`config.mk`:
```
export PLATFORM = sky130hd
export DESIGN_NAME = cell_balance_marker
export DESIGN_NICKNAME = d
export VERILOG_FILES = /design/src/sv/cbm_pkg.sv /design/src/sv/cell_balance_marker.sv /design/src/sv/cbm_front.sv /design/src/sv/cbm_queue.sv /design/src/sv/cbm_back.sv
export SDC_FILE = /design/constraint.sdc
export NUM_CORES = 1
export LEC_CHECK = 0
export BUFFER_PORTS_ARGS = -buffer_cell sky130_fd_sc_hd__clkbuf_2
export CAP_MARGIN = 30
export CORE_ASPECT_RATIO = 0.75
export CORE_MARGIN = 10
export CORE_UTILIZATION = 30
export DETAILED_ROUTE_END_ITERATION = 10
export PLACE_DENSITY = 0.52
export REMOVE_ABC_BUFFERS = 1
export SLEW_MARGIN = 20
export SYNTH_ARGS = -nofsm -noshare
export SYNTH_HDL_FRONTEND = slang
export SYNTH_SLANG_ARGS = --single-unit
```
`constraint.sdc`:
```
create_clock -name clk -period 9.8 [get_ports clk]
set_input_delay 2.94 -clock clk [delete_from_list [all_inputs] [get_ports clk]]
set_output_delay 2.94 -clock clk [all_outputs]
set_load 0.02 [all_outputs]
```
`src/sv/cbm_pkg.sv`:
```
// ----------------------------------------------------------------------------
// cbm_pkg
// Shared types and constants for the cell balance marker.
// ----------------------------------------------------------------------------
`default_nettype none

package cbm_pkg;

  localparam logic [15:0] THRESH_RST = 16'd200;
  localparam logic [15:0] MIN_RST    = 16'hFFFF;

  localparam logic KIND_FLAG = 1'b0;
  localparam logic KIND_PACK = 1'b1;

  // one classified cell word handed from front to back
  typedef struct packed {
    logic [15:0] voltage;
    logic [15:0] minimum;    // module minimum including this cell
    logic [3:0]  module_num;
    logic [4:0]  cell_num;
    logic        start;      // first cell of a pack scan
    logic        end_mod;    // last cell of its module
    logic        end_pack;   // last cell of the pack
  } cbm_entry_t;

  typedef enum logic [1:0] {
    B_IDLE,
    B_READ,
    B_EMIT,
    B_PACK
  } cbm_bstate_t;

endpackage

`default_nettype wire

```
`src/sv/cell_balance_marker.sv`:
```
// Flow: the back pops a module's cell words from the two-entry queue into the cell buffer,
// reads the buffer in B_READ, then sends N flag words from B_EMIT, one per cycle while the
// output is not stalled, and a pack report after the last module of a pack. No cell word is
// popped while a module is being flagged; the front stalls while the queue is full.
// Reset is synchronous, active low: threshold 200, counters and worst cell cleared,
// minimum all ones; the cell buffer is not cleared.
// ----------------------------------------------------------------------------
// cell_balance_marker
// Passive cell balancing decision: per-cell bleed flags and pack worst cell.
// ----------------------------------------------------------------------------
`default_nettype none

module cell_balance_marker #(
  parameter int MODULE_COUNT    = 6,
  parameter int CELLS_IN_MODULE = 12
) (
  input  wire logic        clk,
  input  wire logic        rst_n,
  input  wire logic        in_tvalid,
  output logic             in_tready,
  input  wire logic [15:0] in_tdata,   // [15:0] cell voltage
  input  wire logic [0:0]  in_tuser,   // [0] start_of_pack
  output logic             out_tvalid,
  input  wire logic        out_tready,
  output logic [31:0]      out_tdata,  // [3:0] module_number, [8:4] cell_number,
                                       // [9] needs_balance, [25:10] excess_voltage
  output logic [0:0]       out_tuser,  // [0] report_kind
  output logic             out_tlast,  // last_of_burst
  input  wire logic        cfg_wr_en,
  input  wire logic [15:0] cfg_wr_data // bleed threshold
);
  import cbm_pkg::*;

  logic [15:0] threshold_r;
  logic        q_push, q_full, q_valid, q_pop;
  cbm_entry_t  push_entry, head_entry;

  logic        o_kind, o_needs;
  logic [3:0]  o_module;
  logic [4:0]  o_cell;
  logic [15:0] o_excess;

  always_ff @(posedge clk) begin
    if (!rst_n) begin
      threshold_r <= THRESH_RST;
    end else if (cfg_wr_en) begin
      threshold_r <= cfg_wr_data;
    end
  end

  cbm_front #(
    .MODULE_COUNT    (MODULE_COUNT),
    .CELLS_IN_MODULE (CELLS_IN_MODULE)
  ) u_front (
    .clk      (clk),
    .rst_n    (rst_n),
    .in_valid (in_tvalid),
    .in_ready (in_tready),
    .voltage  (in_tdata),
    .start    (in_tuser[0]),
    .q_push   (q_push),
    .q_full   (q_full),
    .q_entry  (push_entry)
  );

  cbm_queue u_queue (
    .clk        (clk),
    .rst_n      (rst_n),
    .push       (q_push),
    .push_entry (push_entry),
    .full       (q_full),
    .pop        (q_pop),
    .valid      (q_valid),
    .head       (head_entry)
  );

  cbm_back #(
    .CELLS_IN_MODULE (CELLS_IN_MODULE)
  ) u_back (
    .clk        (clk),
    .rst_n      (rst_n),
    .threshold  (threshold_r),
    .q_valid    (q_valid),
    .q_entry    (head_entry),
    .q_pop      (q_pop),
    .out_valid  (out_tvalid),
    .out_ready  (out_tready),
    .out_kind   (o_kind),
    .out_module (o_module),
    .out_cell   (o_cell),
    .out_needs  (o_needs),
    .out_excess (o_excess),
    .out_last   (out_tlast)
  );

  assign out_tdata = {6'd0, o_excess, o_needs, o_cell, o_module};
  assign out_tuser = o_kind;

endmodule

`default_nettype wire

```
`src/sv/cbm_front.sv`:
```
// ----------------------------------------------------------------------------
// cbm_front
// Accepts cell words, keeps cell/module position and the module minimum.
// ----------------------------------------------------------------------------
`default_nettype none

module cbm_front #(
  parameter int MODULE_COUNT    = 6,
  parameter int CELLS_IN_MODULE = 12
) (
  input  wire logic               clk,
  input  wire logic               rst_n,
  input  wire logic               in_valid,
  output logic                    in_ready,
  input  wire logic [15:0]        voltage,
  input  wire logic               start,
  output logic                    q_push,
  input  wire logic               q_full,
  output cbm_pkg::cbm_entry_t     q_entry
);
  import cbm_pkg::*;

  localparam int CIDX_W = (CELLS_IN_MODULE > 1) ? $clog2(CELLS_IN_MODULE) : 1;
  localparam int MIDX_W = (MODULE_COUNT > 1) ? $clog2(MODULE_COUNT) : 1;
  localparam logic [CIDX_W-1:0] CELL_LAST = CIDX_W'(CELLS_IN_MODULE - 1);
  localparam logic [MIDX_W-1:0] MOD_LAST  = MIDX_W'(MODULE_COUNT - 1);

  logic [CIDX_W-1:0] cell_cnt_r, cell_cnt_nxt, cell_eff;
  logic [MIDX_W-1:0] mod_cnt_r, mod_cnt_nxt, mod_eff;
  logic [15:0]       min_r, min_nxt, min_eff, min_new;
  logic              end_mod, end_pack;

  assign in_ready = !q_full;
  assign q_push   = in_valid && in_ready;

  always_comb begin
    // start of pack restarts position and minimum before the cell is taken
    cell_eff = start ? '0 : cell_cnt_r;
    mod_eff  = start ? '0 : mod_cnt_r;
    min_eff  = start ? MIN_RST : min_r;
    min_new  = (voltage < min_eff) ? voltage : min_eff;
    end_mod  = (cell_eff == CELL_LAST);
    end_pack = end_mod && (mod_eff == MOD_LAST);

    q_entry.voltage    = voltage;
    q_entry.minimum    = min_new;
    q_entry.module_num = 4'(mod_eff);
    q_entry.cell_num   = 5'(cell_eff);
    q_entry.start      = start;
    q_entry.end_mod    = end_mod;
    q_entry.end_pack   = end_pack;

    if (end_mod) begin
      cell_cnt_nxt = '0;
      min_nxt      = MIN_RST;
      mod_cnt_nxt  = end_pack ? '0 : mod_eff + 1'b1;
    end else begin
      cell_cnt_nxt = cell_eff + 1'b1;
      min_nxt      = min_new;
      mod_cnt_nxt  = mod_eff;
    end
  end

  always_ff @(posedge clk) begin
    if (!rst_n) begin
      cell_cnt_r <= '0;
      mod_cnt_r  <= '0;
      min_r      <= MIN_RST;
    end else if (q_push) begin
      cell_cnt_r <= cell_cnt_nxt;
      mod_cnt_r  <= mod_cnt_nxt;
      min_r      <= min_nxt;
    end
  end

endmodule

`default_nettype wire

```
`src/sv/cbm_queue.sv`:
```
// ----------------------------------------------------------------------------
// cbm_queue
// Two-entry queue of classified cell words between front and back.
// ----------------------------------------------------------------------------
`default_nettype none

module cbm_queue (
  input  wire logic                clk,
  input  wire logic                rst_n,
  input  wire logic                push,
  input  wire cbm_pkg::cbm_entry_t push_entry,
  output logic                     full,
  input  wire logic                pop,
  output logic                     valid,
  output cbm_pkg::cbm_entry_t      head
);
  import cbm_pkg::*;

  cbm_entry_t slot_r [2];
  logic       wr_ptr_r, rd_ptr_r;
  logic [1:0] count_r;

  assign full  = (count_r == 2'd2);
  assign valid = (count_r != 2'd0);
  assign head  = slot_r[rd_ptr_r];

  always_ff @(posedge clk) begin
    if (push) begin
      slot_r[wr_ptr_r] <= push_entry;
    end
  end

  always_ff @(posedge clk) begin
    if (!rst_n) begin
      wr_ptr_r <= 1'b0;
      rd_ptr_r <= 1'b0;
      count_r  <= 2'd0;
    end else begin
      if (push) wr_ptr_r <= !wr_ptr_r;
      if (pop)  rd_ptr_r <= !rd_ptr_r;
      count_r <= count_r + {1'b0, push} - {1'b0, pop};
    end
  end

endmodule

`default_nettype wire

```
`src/sv/cbm_back.sv`:
```
// ----------------------------------------------------------------------------
// cbm_back
// Buffers a module's cells, then walks them out as balance flags and keeps
// the pack-wide worst cell for the pack report.
// ----------------------------------------------------------------------------
`default_nettype none

module cbm_back #(
  parameter int CELLS_IN_MODULE = 12
) (
  input  wire logic                clk,
  input  wire logic                rst_n,
  input  wire logic [15:0]         threshold,
  input  wire logic                q_valid,
  input  wire cbm_pkg::cbm_entry_t q_entry,
  output logic                     q_pop,
  output logic                     out_valid,
  input  wire logic                out_ready,
  output logic                     out_kind,
  output logic [3:0]               out_module,
  output logic [4:0]               out_cell,
  output logic                     out_needs,
  output logic [15:0]              out_excess,
  output logic                     out_last
);
  import cbm_pkg::*;

  localparam int CIDX_W = (CELLS_IN_MODULE > 1) ? $clog2(CELLS_IN_MODULE) : 1;
  localparam logic [CIDX_W-1:0] CELL_LAST = CIDX_W'(CELLS_IN_MODULE - 1);

  logic [15:0] cell_mem [CELLS_IN_MODULE];
  logic [15:0] rd_data_r;

  cbm_bstate_t       state_r, state_nxt;
  logic [CIDX_W-1:0] idx_r, rd_addr;
  logic [15:0]       min_r;
  logic [3:0]        mod_r;
  logic              last_pack_r;
  logic [15:0]       worst_ex_r;
  logic [3:0]        worst_mod_r;
  logic [4:0]        worst_cidx_r;

  logic              out_valid_r, out_kind_r, out_needs_r, out_last_r;
  logic [3:0]        out_module_r;
  logic [4:0]        out_cell_r;
  logic [15:0]       out_excess_r;

  logic        out_free, flag_fire, pack_fire;
  logic [15:0] excess;

  assign out_free = !out_valid_r || out_ready;
  assign excess   = rd_data_r - min_r;

  always_comb begin
    state_nxt = state_r;
    q_pop     = 1'b0;
    flag_fire = 1'b0;
    pack_fire = 1'b0;
    rd_addr   = idx_r;
    unique case (state_r)
      B_IDLE: begin
        if (q_valid) begin
          q_pop = 1'b1;
          if (q_entry.end_mod) state_nxt = B_READ;
        end
      end
      B_READ: state_nxt = B_EMIT;
      B_EMIT: begin
        if (out_free) begin
          flag_fire = 1'b1;
          if (idx_r == CELL_LAST) begin
            state_nxt = last_pack_r ? B_PACK : B_IDLE;
          end else begin
            // fetch the next cell while this one goes out
            rd_addr = idx_r + 1'b1;
          end
        end
      end
      B_PACK: begin
        if (out_free) begin
          pack_fire = 1'b1;
          state_nxt = B_IDLE;
        end
      end
      default: state_nxt = B_IDLE;
    endcase
  end

  always_ff @(posedge clk) begin
    if (q_pop) begin
      cell_mem[q_entry.cell_num[CIDX_W-1:0]] <= q_entry.voltage;
    end
    rd_data_r <= cell_mem[rd_addr];
  end

  always_ff @(posedge clk) begin
    if (!rst_n) begin
      state_r <= B_IDLE;
    end else begin
      state_r <= state_nxt;
    end
  end

  always_ff @(posedge clk) begin
    if (!rst_n) begin
      idx_r        <= '0;
      worst_ex_r   <= '0;
      worst_mod_r  <= '0;
      worst_cidx_r <= '0;
    end else begin
      if (q_pop) begin
        if (q_entry.start) begin
          worst_ex_r   <= '0;
          worst_mod_r  <= '0;
          worst_cidx_r <= '0;
        end
        if (q_entry.end_mod) begin
          idx_r       <= '0;
          min_r       <= q_entry.minimum;
          mod_r       <= q_entry.module_num;
          last_pack_r <= q_entry.end_pack;
        end
      end
      if (flag_fire) begin
        idx_r <= rd_addr;
        // only a strictly larger excess takes over
        if (excess > worst_ex_r) begin
          worst_ex_r   <= excess;
          worst_mod_r  <= mod_r;
          worst_cidx_r <= 5'(idx_r);
        end
      end
      if (pack_fire) begin
        worst_ex_r   <= '0;
        worst_mod_r  <= '0;
        worst_cidx_r <= '0;
      end
    end
  end

  always_ff @(posedge clk) begin
    if (!rst_n) begin
      out_valid_r <= 1'b0;
    end else if (flag_fire || pack_fire) begin
      out_valid_r <= 1'b1;
    end else if (out_ready) begin
      out_valid_r <= 1'b0;
    end
  end

  always_ff @(posedge clk) begin
    if (flag_fire) begin
      out_kind_r   <= KIND_FLAG;
      out_module_r <= mod_r;
      out_cell_r   <= 5'(idx_r);
      out_needs_r  <= (excess > threshold);
      out_excess_r <= excess;
      out_last_r   <= (idx_r == CELL_LAST) && !last_pack_r;
    end else if (pack_fire) begin
      out_kind_r   <= KIND_PACK;
      out_module_r <= worst_mod_r;
      out_cell_r   <= worst_cidx_r;
      out_needs_r  <= (worst_ex_r > threshold);
      out_excess_r <= worst_ex_r;
      out_last_r   <= 1'b1;
    end
  end

  assign out_valid  = out_valid_r;
  assign out_kind   = out_kind_r;
  assign out_module = out_module_r;
  assign out_cell   = out_cell_r;
  assign out_needs  = out_needs_r;
  assign out_excess = out_excess_r;
  assign out_last   = out_last_r;

  a_pack_is_last: assert property (@(posedge clk) disable iff (!rst_n)
    (out_valid_r && (out_kind_r == KIND_PACK)) |-> out_last_r)
    else $error("pack report without end of burst");

  a_pack_only_at_end: assert property (@(posedge clk) disable iff (!rst_n)
    (state_r == B_PACK) |-> last_pack_r)
    else $error("pack report state outside the last module");

  a_no_pop_while_scanning: assert property (@(posedge clk) disable iff (!rst_n)
    q_pop |-> (state_r == B_IDLE))
    else $error("queue popped while a module is being flagged");

  a_burst_end_returns: assert property (@(posedge clk) disable iff (!rst_n)
    (flag_fire && (idx_r == CELL_LAST) && !last_pack_r) |=> (state_r == B_IDLE))
    else $error("flag burst did not return to idle");

endmodule

`default_nettype wire

```
==> results.toml, run 1 <==
[worst_setup_path]
critical_path.slowest_cell = "nand4b_1"
cp_max_fo = 31
start_kind = "input port"
cp_num_cells = 9
reg2reg_depth = 18
critical_path_arrival_ns = 6.16
crit_path_end_kind = "flop"
critPathTopFamily = "compound AO/OA/AOI/OAI gates"
crit_buf_inv = 1
path_class = "in -> reg"
crit_chain = "clkbuf_2 -> nor2_1 -> ha_1 -> a21oi_1 -> o21ai_0 -> a2111oi_0 -> a211oi_1 -> nand4b_1 -> o22a_1"
required_ns = 10.26
cpPeakStageDelay_ns = 0.73

[grt]
grt_overflow = 0
grt_pass1_wl_microns = 81600
grt_pass1_vias = 13100
antenna_found_initial = 1
grt_use_total = 0.135
grt_max_degree = 102

[cells_and_area]
fin_nets = 1849
drive_above_1_share = 0.166
area_growth_syn_to_layout_pct = 14.3
final_cells = 2634

[floorplanning]
start_util = 0.304
fp.dieW_microns = 317
dieHeight_microns = 243
ios = 74
std_cell_rows = 81
fp.coreArea_sq_um = 65400
die_area_sq_um = 77000

[logic_synthesis]
synthFlopType = "edfxtp_1"
synth_area_sq_um = 19800
syn_inst = 1672
synth_seq_area_share = 0.582
yosysMostFrequentCell = "edfxtp_1"
synth.avg_cell_area_sq_um = 11.9
yosys_warnings = 0
yosysTopAreaCellShare = 0.487
synth_top_area_cell = "edfxtp_1"
synth_cell_types = 83
synthArstFlopShare = 0
synth_edf_count = 322
synth_area_leaders = "edfxtp_1, dfxtp_1, ha_1, mux2_2, a21oi_1"
synth_seq_cells = 416
ys_top_cells_by_count = "edfxtp_1, a21oi_1, nand2_1"

[pwr]
finalPower_mw = 5.65
power_density_nw_per_um2 = 249
ir_worst_vdd_uv = 136
power_leakage_nw = 8.23

[cts]
cts_resized = 0
cts_made_buffers = 44
hold_buffers = 0
cts_setup_buffers = 0
cts_root_buf = "clkbuf_16"
path_clk_slew_ns = 0.06
cts_buffer_depth = 3
clk_latency_ns = 0.59
clkSinkCount = 416
h-tree-depth = 2
cts_tree = "built"

[sta]
period_share = 0.582
final.min_clock_period_ns = 5.70
final_hold_viol_count = 0
fmax_mhz = 175
worst_pin_slew_ns = 0.983
finalSetupViolCount = 0
finClkSkew_ns = 0.0320
slew_headroom = 0.341
fin_setup_tns_ns = 0
finalMaxSlewViolations = 0
rsz0062_at_grt = "no"

[worst_hold_path]
hold_depth = 1
hp-class = "reg -> reg"

[route]
wl_per_cell_microns = 20.3
dr.pass1.iters = 5
ant_nets = 0
vias = 13500
drt_iter0_drc = 1132
drc_errors = 0
totalWireLength_microns = 53500
via_per_inst = 5.14

[placement]
dpl.hpwl_microns = 35300
place_congestion = 0.804
dpl.cell_count = 2548
io_buffers = 67

[outcome]
outcome = "completed"

[job]
max_cap_viol_count = 0
-- power breakdown --
| part | switching (mW) | internal, mW | leakage [nW] |
|---|---|---|---|
| clock network | 0.714 | 0.998 | 0.727 |
| registers | 0.102 | 2.21 | 3.71 |
| logic | 1.05 | 0.582 | 3.79 |
| total | 1.87 | 3.79 | 8.23 |
-- registers in the layout, indices dropped and copies added (netlist names), 2 cells and up, named ones only --
signal and count:
u_back.worst_mod_r 4, u_back.worst_cidx_r 5, u_front.cell_cnt_r 4, u_back.idx_r 4, u_queue.slot_r 84, u_back.out_module 4, u_back.out_cell 5, threshold_r 16
u_back.mod_r 3, u_front.mod_cnt_r 3, u_back.out_excess 16, u_back.state_r 2, u_queue.count_r 2, u_back.min_r 16, u_front.min_r 16, u_back.cell_mem 192
u_back.rd_data_r 16, u_back.worst_ex_r 16
-- kinds of logic after synthesis --
kind of cell	count (synthesis)	synth area share
adders and majority gates	85	0.0540
AOI/OAI and AO/OA	430	0.142
and+or+nand+nor	390	0.0947
DFF	416	0.582
other	1	0.000189
muxes	144	0.0778
xor gates and xnor gates	17	0.00826
buffers and inverters	189	0.0410
-- final timing paths --
| check | start | end | slack [ns] |
|---|---|---|---|
| worst min register to register | u_back.worst_mod_r[3]$_SDFF_PP0_ | u_back.worst_mod_r[3]$_SDFF_PP0_ | 0.45 |
| worst min-delay path | u_back.worst_mod_r[3]$_SDFF_PP0_ | u_back.worst_mod_r[3]$_SDFF_PP0_ | 0.45 |
| worst max register to register | u_back.rd_data_r[0]$_DFF_P_ | u_back.worst_ex_r[7]$_SDFF_PP0_ | 4.72 |
| worst max-delay path | in_tuser | u_front.min_r[9]$_SDFFE_PN1P_ | 4.10 |
-- final cells by class --
class                   instances  area, sq um
fillers                      6311        42700
flip-flops and latches        416        11600
multi-input cells            1072         7570
clock buffers                  57         1190
well taps                     871         1090
repair buffers                104          668
inverters                      88          330
clock inverters                25          283
diodes                          1         2.50
-- layer usage --
metal  global-route usage  vias to the layer above  wire length [microns]
met5                    0                        -                      9
met3               0.0212                       52                   3020
met2                0.193                      395                  22500
met1                0.208                     6720                  27200
met4               0.0301                        2                    755
li1                     -                     6378                      -
-- worst register-to-register path, cell delays in order, from the launching register on --
cell	delay, ns
dfxtp_1	0.34
inv_1	0.12
ha_1	0.17
inv_1	0.06
fa_1	0.45
a21o_1	0.23
a221o_1	0.33
a21oi_1	0.19
o21ai_0	0.16
xnor2_1	0.40
inv_1	0.14
ha_1	0.32
nand3_1	0.15
or3_1	0.45
a21oi_1	0.32
o311ai_4	0.30
buf_4	0.34
or3b_1	0.41
a21oi_1	0.13
-- cells in the final DEF (no fill, tap or decap), types with 20 or more instances in the layout --
cell / n
a21o_1: 20
edfxtp_1: 322
a22o_1: 31
nor2_1: 87
ha_1: 83
mux2_2: 73
nand2_1: 141
buf_4: 32
nand3_1: 26
inv_1: 85
dfxtp_1: 92
clkbuf_2: 67
a21oi_1: 155
clkbuf_16: 45
o21ai_0: 80
mux2i_1: 70
o221ai_1: 30
and3_1: 23
-- metrics by stage --
step | area, sq um | worst slack (ns) | hold WS, ns | util
after detailed placement | 21200 | 3.53 | 0.444 | 0.324
after global routing | 22700 | 3.93 | 0.477 | 0.347
final | 22700 | 4.10 | 0.451 | 0.347
after floorplan | 19400 | 3.60 | 0.421 | -
after CTS | 22600 | 4.15 | 0.459 | 0.346
after global placement | 21100 | 3.21 | 0.437 | 0.323
No activity file was read; power rests on OpenSTA's default activity.
==> run 2: changes to the inputs <==
==> constraint.sdc (replaced) <==
create_clock -name clk -period 5.35 [get_ports clk]
set_input_delay 1.605 -clock clk [delete_from_list [all_inputs] [get_ports clk]]
set_output_delay 1.605 -clock clk [all_outputs]
set_load 0.02 [all_outputs]
==> results.toml, run 2 (synthesized netlist as in run 1, its figures left out) <==
[placement]
dpl.hpwl_microns = 36400
io_buffers = 67
place_congestion = 0.846
dpl.cell_count = 2558
place_area_sq_um = 21200

[cts]
cts_tree = "built"
cts_made_buffers = 45
clk_latency_ns = 0.56
cts_resized = 0
clkSinkCount = 416
h-tree-depth = 2
cts_buffer_depth = 3
cts_root_buf = "clkbuf_16"
path_clk_slew_ns = 0.06
hold_buffers = 0
cts_setup_buffers = 0

[sta]
finClkSkew_ns = 0.0220
rsz0062_at_grt = "no"
final_hold_viol_count = 0
slew_headroom = 0.358
period_share = 0.887
finalMaxSlewViolations = 0
worst_pin_slew_ns = 0.962
fmax_mhz = 211
finalSetupViolCount = 0
final.min_clock_period_ns = 4.75

[worst_hold_path]
hp-class = "reg -> reg"
hold_depth = 2

[pwr]
switching_power_mw = 3.38
power_frac_comb = 0.289
pwr-share-clk = 0.307
ir_worst_vdd_uv = 253
power_leakage_nw = 8.29
power_density_nw_per_um2 = 458
seqPwrFrac = 0.404
sw_frac_of_total = 0.324
p_int_mw = 7.07

[worst_setup_path]
cp_num_cells = 17
cpPeakStageDelay_ns = 0.72
path_class = "reg -> reg"
crit_chain = "inv_1 -> ha_1 -> inv_1 -> fa_1 -> a21o_1 -> a21oi_1 -> a21o_1 -> a21oi_1 -> nor3_1 -> ha_1 -> a21o_1 -> a21oi_1 -> o211ai_1 -> o311ai_4 -> buf_4 -> mux2i_1 -> nor2_1"
crit_path_end_kind = "flop"
critPathTopFamily = "compound AO/OA/AOI/OAI gates"
required_ns = 5.79
crit_buf_inv = 3
cp_max_fo = 21
start_kind = "flop"
critical_path.slowest_cell = "o311ai_4"
critical_path_arrival_ns = 5.19
reg2reg_depth = 17

[cells_and_area]
area_growth_syn_to_layout_pct = 14.9
largest_reg_flops = 192
fin_util = 0.349
layout_commonest_cell = "edfxtp_1"
drive_above_1_share = 0.171
design_area_sq_um = 22800
final_cell_mix = "edfxtp_1, a21oi_1, nand2_1"
antenna-diode-count = 0
fin_nets = 1859
final_cells = 2643

[outcome]
outcome = "completed"

[route]
totalWireLength_microns = 53100
wl_per_cell_microns = 20.1
drt_iter0_drc = 1184
vias = 13500
drc_errors = 0
ant_nets = 0
via_per_inst = 5.10
dr.pass1.iters = 5

[grt]
grt_pass1_wl_microns = 80100
grt_pass1_vias = 13000
grt_overflow = 0
grt_max_degree = 65
antenna_found_initial = 0
grt_use_total = 0.133

[floorplanning]
start_util = 0.304
fp.coreArea_sq_um = 65400
dieHeight_microns = 243
std_cell_rows = 81
ios = 74
fp.dieW_microns = 317
die_area_sq_um = 77000

[job]
max_cap_viol_count = 0
run 2: changes by cell type in the layout (fill, tap and decap cells not counted), moves of 2 or more:
cell	before	now
buf_12	0	2
buf_16	2	0
buf_4	32	42
clkbuf_8	2	8
clkinv_2	13	7
run 2: final timing paths:
kind / from / slack, ns / end
setup / recovery: u_back.rd_data_r[0]$_DFF_P_ / 0.60 / u_back.worst_ex_r[1]$_SDFF_PP0_
hold / removal: u_back.out_cell[4]$_SDFFE_PP0P_ / 0.46 / u_back.out_cell[4]$_SDFFE_PP0P_
hold reg to reg: u_back.out_cell[4]$_SDFFE_PP0P_ / 0.46 / u_back.out_cell[4]$_SDFFE_PP0P_
setup reg to reg: u_back.rd_data_r[0]$_DFF_P_ / 0.60 / u_back.worst_ex_r[1]$_SDFF_PP0_
run 2: power by group through the flow:
stage               clock (mW)  sequential, mW  combinational (mW)
global route              3.41            4.26                3.34
floorplan                    0            4.29                1.92
finish                    3.21            4.22                3.01
global placement             0            4.29                2.93
detailed placement           0            4.29                2.98
CTS                       3.28            4.23                3.00
run 2: routing by layer:
metal	track usage	share of wire	vias to the layer above
met5	0	0	-
met4	0.0276	0.013	0
met3	0.0274	0.062	44
met2	0.190	0.42	352
met1	0.201	0.50	6685
li1	-	-	6390
run 2: area by class of cell:
class / count / area [sq um]
multi-input cells: 1072 / 7570
clock inverters: 20 / 244
well taps: 871 / 1090
flip-flops and latches: 416 / 11600
inverters: 88 / 330
fillers: 6381 / 42600
clock buffers: 63 / 1290
repair buffers: 113 / 717
run 2: per-stage QoR:
stage	TNS (ns)	hold slack [ns]	worst slack (ns)	total power [mW]
after floorplan	-0.370	0.421	-0.0312	6.21
after global placement	0	0.438	0.914	7.22
after detailed placement	0	0.452	0.725	7.28
after CTS	0	0.461	0.675	10.5
after global routing	0	0.480	0.382	11.0
final	0	0.461	0.604	10.4
run 2: tightest hold or removal path, stage by stage (launching register included):
cell,delay (ns)
dfxtp_1,0.32
nand2_1,0.06
nand2_1,0.04
